==> config.mk <==
export PLATFORM = sky130hd
export DESIGN_NAME = generational_counter_slot_allocator
export DESIGN_NICKNAME = d
export VERILOG_FILES = /design/src/rtl/gcsa_pkg.sv /design/src/rtl/generational_counter_slot_allocator.sv
export SDC_FILE = /design/constraint.sdc
export NUM_CORES = 2
export LEC_CHECK = 0
export BUFFER_PORTS_ARGS = -buffer_cell sky130_fd_sc_hd__buf_2
export CAP_MARGIN = 20
export CORE_UTILIZATION = 56
export DETAILED_ROUTE_END_ITERATION = 10
export PLACE_DENSITY = 0.8
export SYNTH_ARGS = -nofsm -noshare
export SYNTH_HDL_FRONTEND = slang
export SYNTH_MEMORY_MAX_BITS = 65536
export SYNTH_SLANG_ARGS = --single-unit
==> constraint.sdc <==
create_clock -name clk -period 21.3 [get_ports clk]
set_input_delay 3.195 -clock clk [delete_from_list [all_inputs] [get_ports clk]]
set_output_delay 3.195 -clock clk [all_outputs]
set_load 0.005 [all_outputs]
==> src/rtl/gcsa_pkg.sv <==
`timescale 1ns / 1ps

package gcsa_pkg;

	localparam int SLOTS      = 64;
	localparam int GEN_BITS   = 16;
	localparam int COUNT_BITS = 16;

	localparam int IDX_W = $clog2(SLOTS);
	localparam int CNT_W = $clog2(SLOTS + 1);
	localparam int SUM_W = ((COUNT_BITS > 16) ? COUNT_BITS : 16) + 1;

	localparam logic [COUNT_BITS-1:0] COUNT_MAX = {COUNT_BITS{1'b1}};

	localparam logic [2:0] FN_ALLOC   = 3'd0;
	localparam logic [2:0] FN_RETAIN  = 3'd1;
	localparam logic [2:0] FN_RELEASE = 3'd2;
	localparam logic [2:0] FN_INC     = 3'd3;
	localparam logic [2:0] FN_DEC     = 3'd4;

	localparam logic [2:0] ST_OK     = 3'd0;
	localparam logic [2:0] ST_NOFREE = 3'd1;
	localparam logic [2:0] ST_STALE  = 3'd2;
	localparam logic [2:0] ST_UNDER  = 3'd3;
	localparam logic [2:0] ST_OVER   = 3'd4;

	typedef struct packed {
		logic [2:0]  func;
		logic [5:0]  slot;
		logic [15:0] handle_generation;
		logic [15:0] amount;
	} req_t;

	typedef struct packed {
		logic [2:0]  status;
		logic [5:0]  out_slot;
		logic [15:0] out_generation;
		logic [15:0] value_now;
		logic        reached_zero;
		logic        slot_freed;
	} rsp_t;

	// free stack entry: slot index and the generation it was released with
	typedef struct packed {
		logic [IDX_W-1:0]    idx;
		logic [GEN_BITS-1:0] gen;
	} stk_ent_t;

endpackage

==> src/rtl/generational_counter_slot_allocator.sv <==
`timescale 1ns / 1ps

// Generational handle allocator with reference-counted counter slots. One
// transaction is taken per cycle unless the response stalls; it passes an
// input register with synchronous table reads, then one pass of update logic
// into the result register. Each transaction reads and writes one slot of the
// generation, reference and value tables plus the free stack top; writes of
// the transaction in flight are bypassed into the reads of the next one, so
// back-to-back transactions on the same slot need no bubble. Allocation
// returns free slots last-in first-out, slot 0 first after reset. No clearing
// pass is needed after reset.
module generational_counter_slot_allocator (
	input  logic          clk,
	input  logic          arst_n,
	input  logic          req_valid,
	output logic          req_stall,
	input  gcsa_pkg::req_t req,
	output logic          rsp_valid,
	input  logic          rsp_stall,
	output gcsa_pkg::rsp_t rsp
);
	import gcsa_pkg::*;

	// handshake
	logic acc, adv, fire;
	logic valid_s1, rsp_valid_q;
	req_t req_s1;
	rsp_t rsp_q, rsp_n;

	// tables
	logic [GEN_BITS-1:0]   gen_mem [SLOTS];
	logic [COUNT_BITS-1:0] ref_mem [SLOTS];
	logic [COUNT_BITS-1:0] val_mem [SLOTS];
	stk_ent_t              stk_mem [SLOTS];
	logic [SLOTS-1:0]      live_q, gen_wr_q, stk_wr_q;
	logic [CNT_W-1:0]      count_q, count_n;

	// reads for the transaction in stage 1
	logic [IDX_W-1:0]      raddr;
	logic [GEN_BITS-1:0]   gen_rd_s1;
	logic                  gen_ok_s1;
	logic [COUNT_BITS-1:0] ref_rd_s1, val_rd_s1;

	// free stack top
	logic [IDX_W-1:0] top_addr, top_addr_q;
	logic             top_byp_q, top_vld_q;
	stk_ent_t         top_new_q, stk_rd_q, top;

	// writes from stage 1
	logic                  gen_we, ref_we, val_we, stk_we, push, pop;
	logic [IDX_W-1:0]      gen_waddr, ref_waddr, val_waddr;
	logic [GEN_BITS-1:0]   gen_wdata;
	logic [COUNT_BITS-1:0] ref_wdata, val_wdata;
	stk_ent_t              stk_wdata;

	// stage 1 decode
	logic [IDX_W-1:0]      sidx;
	logic [GEN_BITS-1:0]   hgen, gen_cur, gen_inc;
	logic                  stale;
	logic [SUM_W-1:0]      sum, amt_x, val_x;
	logic [COUNT_BITS-1:0] val_dec;

	assign adv       = !rsp_valid_q || !rsp_stall;
	assign fire      = valid_s1 && adv;
	assign req_stall = valid_s1 && !adv;
	assign acc       = req_valid && !req_stall;
	assign rsp_valid = rsp_valid_q;
	assign rsp       = rsp_q;

	assign raddr = IDX_W'(req.slot);

	always_comb begin
		top = top_new_q;
		if (!top_byp_q) begin
			if (top_vld_q) begin
				top = stk_rd_q;
			end else begin
				top.idx = IDX_W'(SLOTS - 1) - top_addr_q;
				top.gen = '0;
			end
		end
	end

	assign sidx    = IDX_W'(req_s1.slot);
	assign hgen    = GEN_BITS'(req_s1.handle_generation);
	assign gen_cur = gen_ok_s1 ? gen_rd_s1 : '0;
	assign gen_inc = gen_cur + 1'b1;
	assign stale   = !(int'(req_s1.slot) < SLOTS) || !live_q[sidx] || (gen_cur != hgen);
	assign amt_x   = SUM_W'(req_s1.amount);
	assign val_x   = SUM_W'(val_rd_s1);
	assign sum     = val_x + amt_x;
	assign val_dec = val_rd_s1 - COUNT_BITS'(req_s1.amount);

	always_comb begin
		rsp_n     = '0;
		gen_we    = 1'b0;
		ref_we    = 1'b0;
		val_we    = 1'b0;
		push      = 1'b0;
		pop       = 1'b0;
		gen_waddr = sidx;
		ref_waddr = sidx;
		val_waddr = sidx;
		gen_wdata = gen_inc;
		ref_wdata = ref_rd_s1;
		val_wdata = val_rd_s1;
		case (req_s1.func)
			FN_ALLOC: begin
				if (count_q == '0) begin
					rsp_n.status = ST_NOFREE;
				end else begin
					pop       = 1'b1;
					gen_we    = 1'b1;
					ref_we    = 1'b1;
					val_we    = 1'b1;
					gen_waddr = top.idx;
					ref_waddr = top.idx;
					val_waddr = top.idx;
					gen_wdata = top.gen + 1'b1;
					ref_wdata = COUNT_BITS'(1);
					val_wdata = '0;
					rsp_n.out_slot       = 6'(top.idx);
					rsp_n.out_generation = 16'(top.gen + 1'b1);
				end
			end
			FN_RETAIN, FN_RELEASE, FN_INC, FN_DEC: begin
				rsp_n.out_slot = req_s1.slot;
				if (stale) begin
					rsp_n.status = ST_STALE;
				end else begin
					rsp_n.value_now = 16'(val_rd_s1);
					case (req_s1.func)
						FN_RETAIN: begin
							ref_we = 1'b1;
							if (ref_rd_s1 == COUNT_MAX) begin
								rsp_n.status = ST_OVER;
							end else begin
								ref_wdata = ref_rd_s1 + 1'b1;
							end
						end
						FN_RELEASE: begin
							ref_we = 1'b1;
							if (ref_rd_s1 <= COUNT_BITS'(1)) begin
								ref_wdata        = '0;
								gen_we           = 1'b1;
								push             = int'(count_q) < SLOTS;
								rsp_n.slot_freed = 1'b1;
							end else begin
								ref_wdata = ref_rd_s1 - 1'b1;
							end
						end
						FN_INC: begin
							val_we = 1'b1;
							if (sum > SUM_W'(COUNT_MAX)) begin
								val_wdata    = COUNT_MAX;
								rsp_n.status = ST_OVER;
							end else begin
								val_wdata = COUNT_BITS'(sum);
							end
							rsp_n.value_now = 16'(val_wdata);
						end
						default: begin
							if (amt_x > val_x) begin
								rsp_n.status = ST_UNDER;
							end else begin
								val_we             = 1'b1;
								val_wdata          = val_dec;
								rsp_n.value_now    = 16'(val_dec);
								rsp_n.reached_zero = (val_rd_s1 != '0) && (val_dec == '0);
							end
						end
					endcase
				end
			end
			default: begin
				rsp_n = '0;
			end
		endcase
	end

	assign stk_we        = fire && push;
	assign stk_wdata.idx = sidx;
	assign stk_wdata.gen = gen_inc;

	always_comb begin
		count_n = count_q;
		if (pop) begin
			count_n = count_q - 1'b1;
		end else if (push) begin
			count_n = count_q + 1'b1;
		end
	end

	assign top_addr = IDX_W'(count_n - 1'b1);

	// tables: synchronous reads with bypass of the write in flight
	always_ff @(posedge clk) begin
		if (fire && gen_we) begin
			gen_mem[gen_waddr] <= gen_wdata;
		end
		if (fire && ref_we) begin
			ref_mem[ref_waddr] <= ref_wdata;
		end
		if (fire && val_we) begin
			val_mem[val_waddr] <= val_wdata;
		end
		if (acc) begin
			gen_rd_s1 <= (fire && gen_we && gen_waddr == raddr) ? gen_wdata : gen_mem[raddr];
			ref_rd_s1 <= (fire && ref_we && ref_waddr == raddr) ? ref_wdata : ref_mem[raddr];
			val_rd_s1 <= (fire && val_we && val_waddr == raddr) ? val_wdata : val_mem[raddr];
			req_s1    <= req;
		end
	end

	always_ff @(posedge clk) begin
		if (stk_we) begin
			stk_mem[count_q[IDX_W-1:0]] <= stk_wdata;
		end
		if (fire) begin
			stk_rd_q <= stk_mem[top_addr];
		end
	end

	always_ff @(posedge clk or negedge arst_n) begin
		if (!arst_n) begin
			valid_s1    <= 1'b0;
			rsp_valid_q <= 1'b0;
			gen_ok_s1   <= 1'b0;
			live_q      <= '0;
			gen_wr_q    <= '0;
			stk_wr_q    <= '0;
			count_q     <= CNT_W'(SLOTS);
			top_byp_q   <= 1'b1;
			top_vld_q   <= 1'b0;
			top_addr_q  <= '0;
			top_new_q   <= '0;
		end else begin
			if (!req_stall) begin
				valid_s1 <= req_valid;
			end
			if (adv) begin
				rsp_valid_q <= valid_s1;
			end
			if (acc) begin
				gen_ok_s1 <= (fire && gen_we && gen_waddr == raddr) || gen_wr_q[raddr];
			end
			if (fire) begin
				if (gen_we) begin
					gen_wr_q[gen_waddr] <= 1'b1;
				end
				if (pop) begin
					live_q[top.idx] <= 1'b1;
				end
				if (push || (req_s1.func == FN_RELEASE && gen_we)) begin
					live_q[sidx] <= 1'b0;
				end
				if (push) begin
					stk_wr_q[count_q[IDX_W-1:0]] <= 1'b1;
				end
				count_q    <= count_n;
				// hold the new top: the pushed entry, or the stack entry below
				top_byp_q  <= push;
				top_new_q  <= stk_wdata;
				top_vld_q  <= stk_wr_q[top_addr];
				top_addr_q <= top_addr;
			end
		end
	end

	always_ff @(posedge clk) begin
		if (fire) begin
			rsp_q <= rsp_n;
		end
	end

endmodule
==> Implementation_results.wiki <==
{| class="wikitable"
! Metric !! Value
|-
| Clock tree skew after final layout || approximately 0.1 ns
|-
| Time the final worst path needs with I/O delays and setup || 10.98 ns
|-
| Total leakage power || 71.42 nW
|-
| Post-synthesis sequential area ratio || 75.94%
|-
| Final setup violation count || 0
|-
| Overall die height || 585.8 um
|-
| Count of filler cells inserted in the layout || around 21000
|-
| Yosys warnings || 0
|-
| Number of violations reported at the end of detailed-routing iteration 0 || 16890
|-
| Sequential cell area || 145000 um2
|-
| Post-cts hold buffer count || 0
|-
| Clock tree from TritonCTS || done
|-
| Total power per unit cell area || about 110 nW/um2
|-
| Post-CTS setup buffer count || 0
|-
| Effective utilization at floorplan || 56.22%
|-
| Setup CP Type || register to register
|-
| Critical path peak fanout || 153
|-
| Post-synth design cell area || 190900 um2
|-
| DRT Pass-1 Iters || 10
|-
| Area post-placement || roughly 200000 um2
|-
| Violated checks || DRC
|-
| Leading area contributor after synthesis || sky130_fd_sc_hd__edfxtp_1
|-
| Period Utilization, post-route || between 50 and 60%
|-
| Aggregate global routing overflow || 0
|-
| Die Area || between 300000 and 400000 um2
|-
| H-tree lvl count || 5
|-
| Util after Layout || 63.30%
|-
| Nature of the critical path startpoint || register
|-
| Width of the die || 585.8 um
|-
| Count of endpoints failing hold in the final timing report || 0
|-
| Total core area || roughly 340000 um2
|-
| Ordered list of cells on the worst path || buf_4, nor2b_1, a221oi_1, o221ai_1, a221oi_1, o21a_1, nor3_1, nor2_1, xnor2_2, buf_12, ha_4, buf_4, buf_4, buf_4, buf_12, mux4_2, mux4_2, mux2i_1, o21ai_1
|-
| Dominant synthesized flop cell || sky130_fd_sc_hd__edfxtp_1
|-
| Worst supply voltage drop on vdd || roughly 0.00029 V
|-
| Sum of net half-perimeters after detailed placement || between 200 and 300 mm
|-
| Area of the multi-input gates || 44740 um2
|-
| Post-Synthesis Net Count || a little under 9000
|-
| Mean instance size in the synthesized netlist || 22.14 um2
|-
| Routability cong. || around 0.9
|-
| Unrepaired setup endpoints after global routing || no
|-
| Synth Instances || 8620
|-
| Global router's overall resource usage || 31.58%
|-
| First-pass GRT wire length || about 760 mm
|-
| Max cap viols || 0
|-
| Instance count after placement with tap cells included || 13140
|-
| Clock sink count || ~4900
|-
| Max transition margin || 16.86%
|-
| Via total after detailed routing || 99760
|-
| Final routed DRC violation total || 2
|-
| Count of different cell masters after synthesis || 83
|-
| Clock latency on the worst-skew pair || 1.02 ns
|-
| Top cell type's share of synthesized area || 72.90%
|-
| Filler-free cell count of the finished design || 14040
|-
| Class of the worst hold path || register to register
|-
| Initial antenna violation count || 46
|-
| Leading cell types by count after synthesis || 4634 x sky130_fd_sc_hd__edfxtp_1, 1481 x sky130_fd_sc_hd__mux4_2, 416 x sky130_fd_sc_hd__nor2_1
|-
| Vias in the first global route || 99780
|-
| Number of primary I/O pins || 90
|-
| Post-synth EDFFs || 4634
|-
| Total of flip-flops plus latches after synthesis || 4866
|-
| Port buffer count || 89
|-
| Routed WL per cell || 39.42 um
|-
| Final Slew Violations || 0
|-
| Share of layout cells above drive strength 1 || about a third
|-
| P&R area growth vs syn || 12.59%
|-
| Data required, critical path || 22.04 ns
|-
| ANT nets after route || 0
|-
| Max Clock Freq || slightly above 90 MHz
|-
| Pin count of the biggest net entering global routing || approximately 150
|-
| Summed area of non-filler cells in the final layout || 214900 um2
|-
| Library cell used as clock root buffer || sky130_fd_sc_hd__clkbuf_16
|-
| Standard cell with the maximum stage delay on the critical path || sky130_fd_sc_hd__edfxtp_1
|-
| Outcome || complete, but fails checks
|-
| Synth async-reset ratio || 4.768%
|-
| Post-CTS clock slew at the launch and capture registers of the worst setup and hold paths || roughly 0.060 ns
|-
| Crit path DAT || approximately 12 ns
|-
| Crit path capture type || register
|-
| Slew at the pin closest to its max-slew limit || 1.238 ns
|-
| Number of buffers added by the clock tree synthesis step || 446
|-
| Slowest stage delay, CP || 0.98 ns
|-
| Final Routed Wirelength || 553.3 mm
|-
| Number of gates resized after cts || 0
|-
| Cell type with the highest occurrence count on the critical path || sky130_fd_sc_hd__buf_4
|-
| Final Net Count || approximately 9200
|-
| Row count || 214
|-
| Final hold slack || approximately 0.47 ns
|-
| Most instantiated library cell after synthesis || sky130_fd_sc_hd__edfxtp_1
|-
| Maximum clock insertion buffer count || 4
|-
| Cell types with the largest area share after synthesis || sky130_fd_sc_hd__edfxtp_1 73%, sky130_fd_sc_hd__mux4_2 17%, sky130_fd_sc_hd__dfrtp_1 3.0%
|-
| Total negative slack for setup checks || 0 ns
|-
| Routed via count divided by cell count || between 7 and 8
|}
==> state kept, by name, indices dropped and copies added, names as in the netlist, 43 cells and up <==
name and flops:
gen_mem 1024, rsp 43, ref_mem 1024, gen_wr_q 64, val_mem 1024, stk_wr_q 64
stk_mem 1408, live_q 64
==> power by group <==
| part | internal, mW | total [mW] | switching [mW] |
|---|---|---|---|
| Combinational | 2.04 | 4.73 | 2.69 |
| Sequential | 10.7 | 10.9 | 0.137 |
| Clock | 4.61 | 8.27 | 3.66 |
| Total | 17.4 | 23.9 | 6.49 |
==> cells by family (layout without fill, tap and decap cells) <==
kind of cell | count (synthesis) | after routing | share of synthesized area (%)
simple gates | 979 | 979 | 2.353
flops | 4866 | 4866 | 75.94
fa+ha+maj | 42 | 42 | 0.2832
buf+inv | 527 | 1394 | 1.108
compound gates | 497 | 497 | 1.630
xor+xnor | 73 | 73 | 0.3487
other cells | 0 | 13 | 0
mux | 1636 | 1636 | 18.33
==> worst paths after layout <==
check | cells after the start | from | slack [ns] | to
setup reg to reg | 19 | sidx[1]$_DFFE_PP_ | 10.32 | stk_rd_q[3]$_DFFE_PP_
max in group asynchronous | 2 | arst_n | 17.48 | live_q[44]$_DFFE_PN0P_
hold reg to reg | 1 | gen_wr_q[19]$_DFFE_PN0P_ | 0.47 | gen_wr_q[19]$_DFFE_PN0P_
hold / removal | 1 | gen_wr_q[19]$_DFFE_PN0P_ | 0.47 | gen_wr_q[19]$_DFFE_PN0P_
min in group asynchronous | 1 | arst_n | 2.27 | stk_wr_q[54]$_DFFE_PN0P_
setup / recovery | 19 | sidx[1]$_DFFE_PP_ | 10.32 | stk_rd_q[3]$_DFFE_PP_
==> metrics by stage <==
step	setup slack [ns]	power, mW
floorplan	12.92	14.24
finish	10.32	23.87
detailed placement	10.37	15.58
global route	9.546	24.38
CTS	10.33	23.78
global placement	10.62	15.46
==> critical path: cells and delay by family (launching register included) <==
family | cells | cell delay (ns)
adders and majority gates | 1 | 0.75
buffers and inverters | 6 | 4.64
and+or+nand+nor | 3 | 1.26
muxes | 3 | 1.54
DFF | 1 | 0.98
AOI/OAI and AO/OA | 5 | 0.99
xor gates and xnor gates | 1 | 0.20
==> cell usage in the layout, fill, tap and decap left out, types with 27 or more instances in the layout <==
cell type / n
sky130_fd_sc_hd__clkbuf_16: 450
sky130_fd_sc_hd__nor3_1: 43
sky130_fd_sc_hd__dfrtp_1: 230
sky130_fd_sc_hd__a221oi_1: 28
sky130_fd_sc_hd__nor2_1: 158
sky130_fd_sc_hd__buf_12: 42
sky130_fd_sc_hd__buf_2: 82
sky130_fd_sc_hd__nand3_1: 30
sky130_fd_sc_hd__or2_2: 136
sky130_fd_sc_hd__xnor2_1: 44
sky130_fd_sc_hd__buf_4: 336
sky130_fd_sc_hd__mux2_2: 73
sky130_fd_sc_hd__clkinv_2: 81
sky130_fd_sc_hd__clkinv_1: 90
sky130_fd_sc_hd__a21o_2: 33
sky130_fd_sc_hd__a21oi_1: 182
sky130_fd_sc_hd__inv_1: 56
sky130_fd_sc_hd__mux2i_1: 82
sky130_fd_sc_hd__edfxtp_1: 4634
sky130_fd_sc_hd__clkbuf_1: 94
sky130_fd_sc_hd__mux4_2: 1481
sky130_fd_sc_hd__ha_1: 38
sky130_fd_sc_hd__nand2_1: 231
sky130_fd_sc_hd__bufinv_16: 57
sky130_fd_sc_hd__nor2_2: 254
sky130_fd_sc_hd__o21ai_0: 66
sky130_fd_sc_hd__o21ai_1: 27
==> cell type report <==
type	instances	area share [%]
sequential	4866	67.45
clock buffer	549	5.431
clock inverter	280	1.485
antenna	13	0.01514
multi-input combinational	3227	20.82
inverter	73	0.1298
timing repair buffer	492	2.025
tap	4536	2.641
==> routing by layer <==
layer | routed length (um) | share of wire, % | track usage [%] | up-vias
li1 | - | - | - | 37100
met1 | 179800 | 33 | 40.42 | 51810
met2 | 266400 | 48 | 49.87 | 9100
met3 | 73670 | 13 | 8.869 | 1700
met4 | 32820 | 5.9 | 16.27 | 43
met5 | 575 | 0.10 | 0.3362 | -
Power figures use the tool's default switching activity.
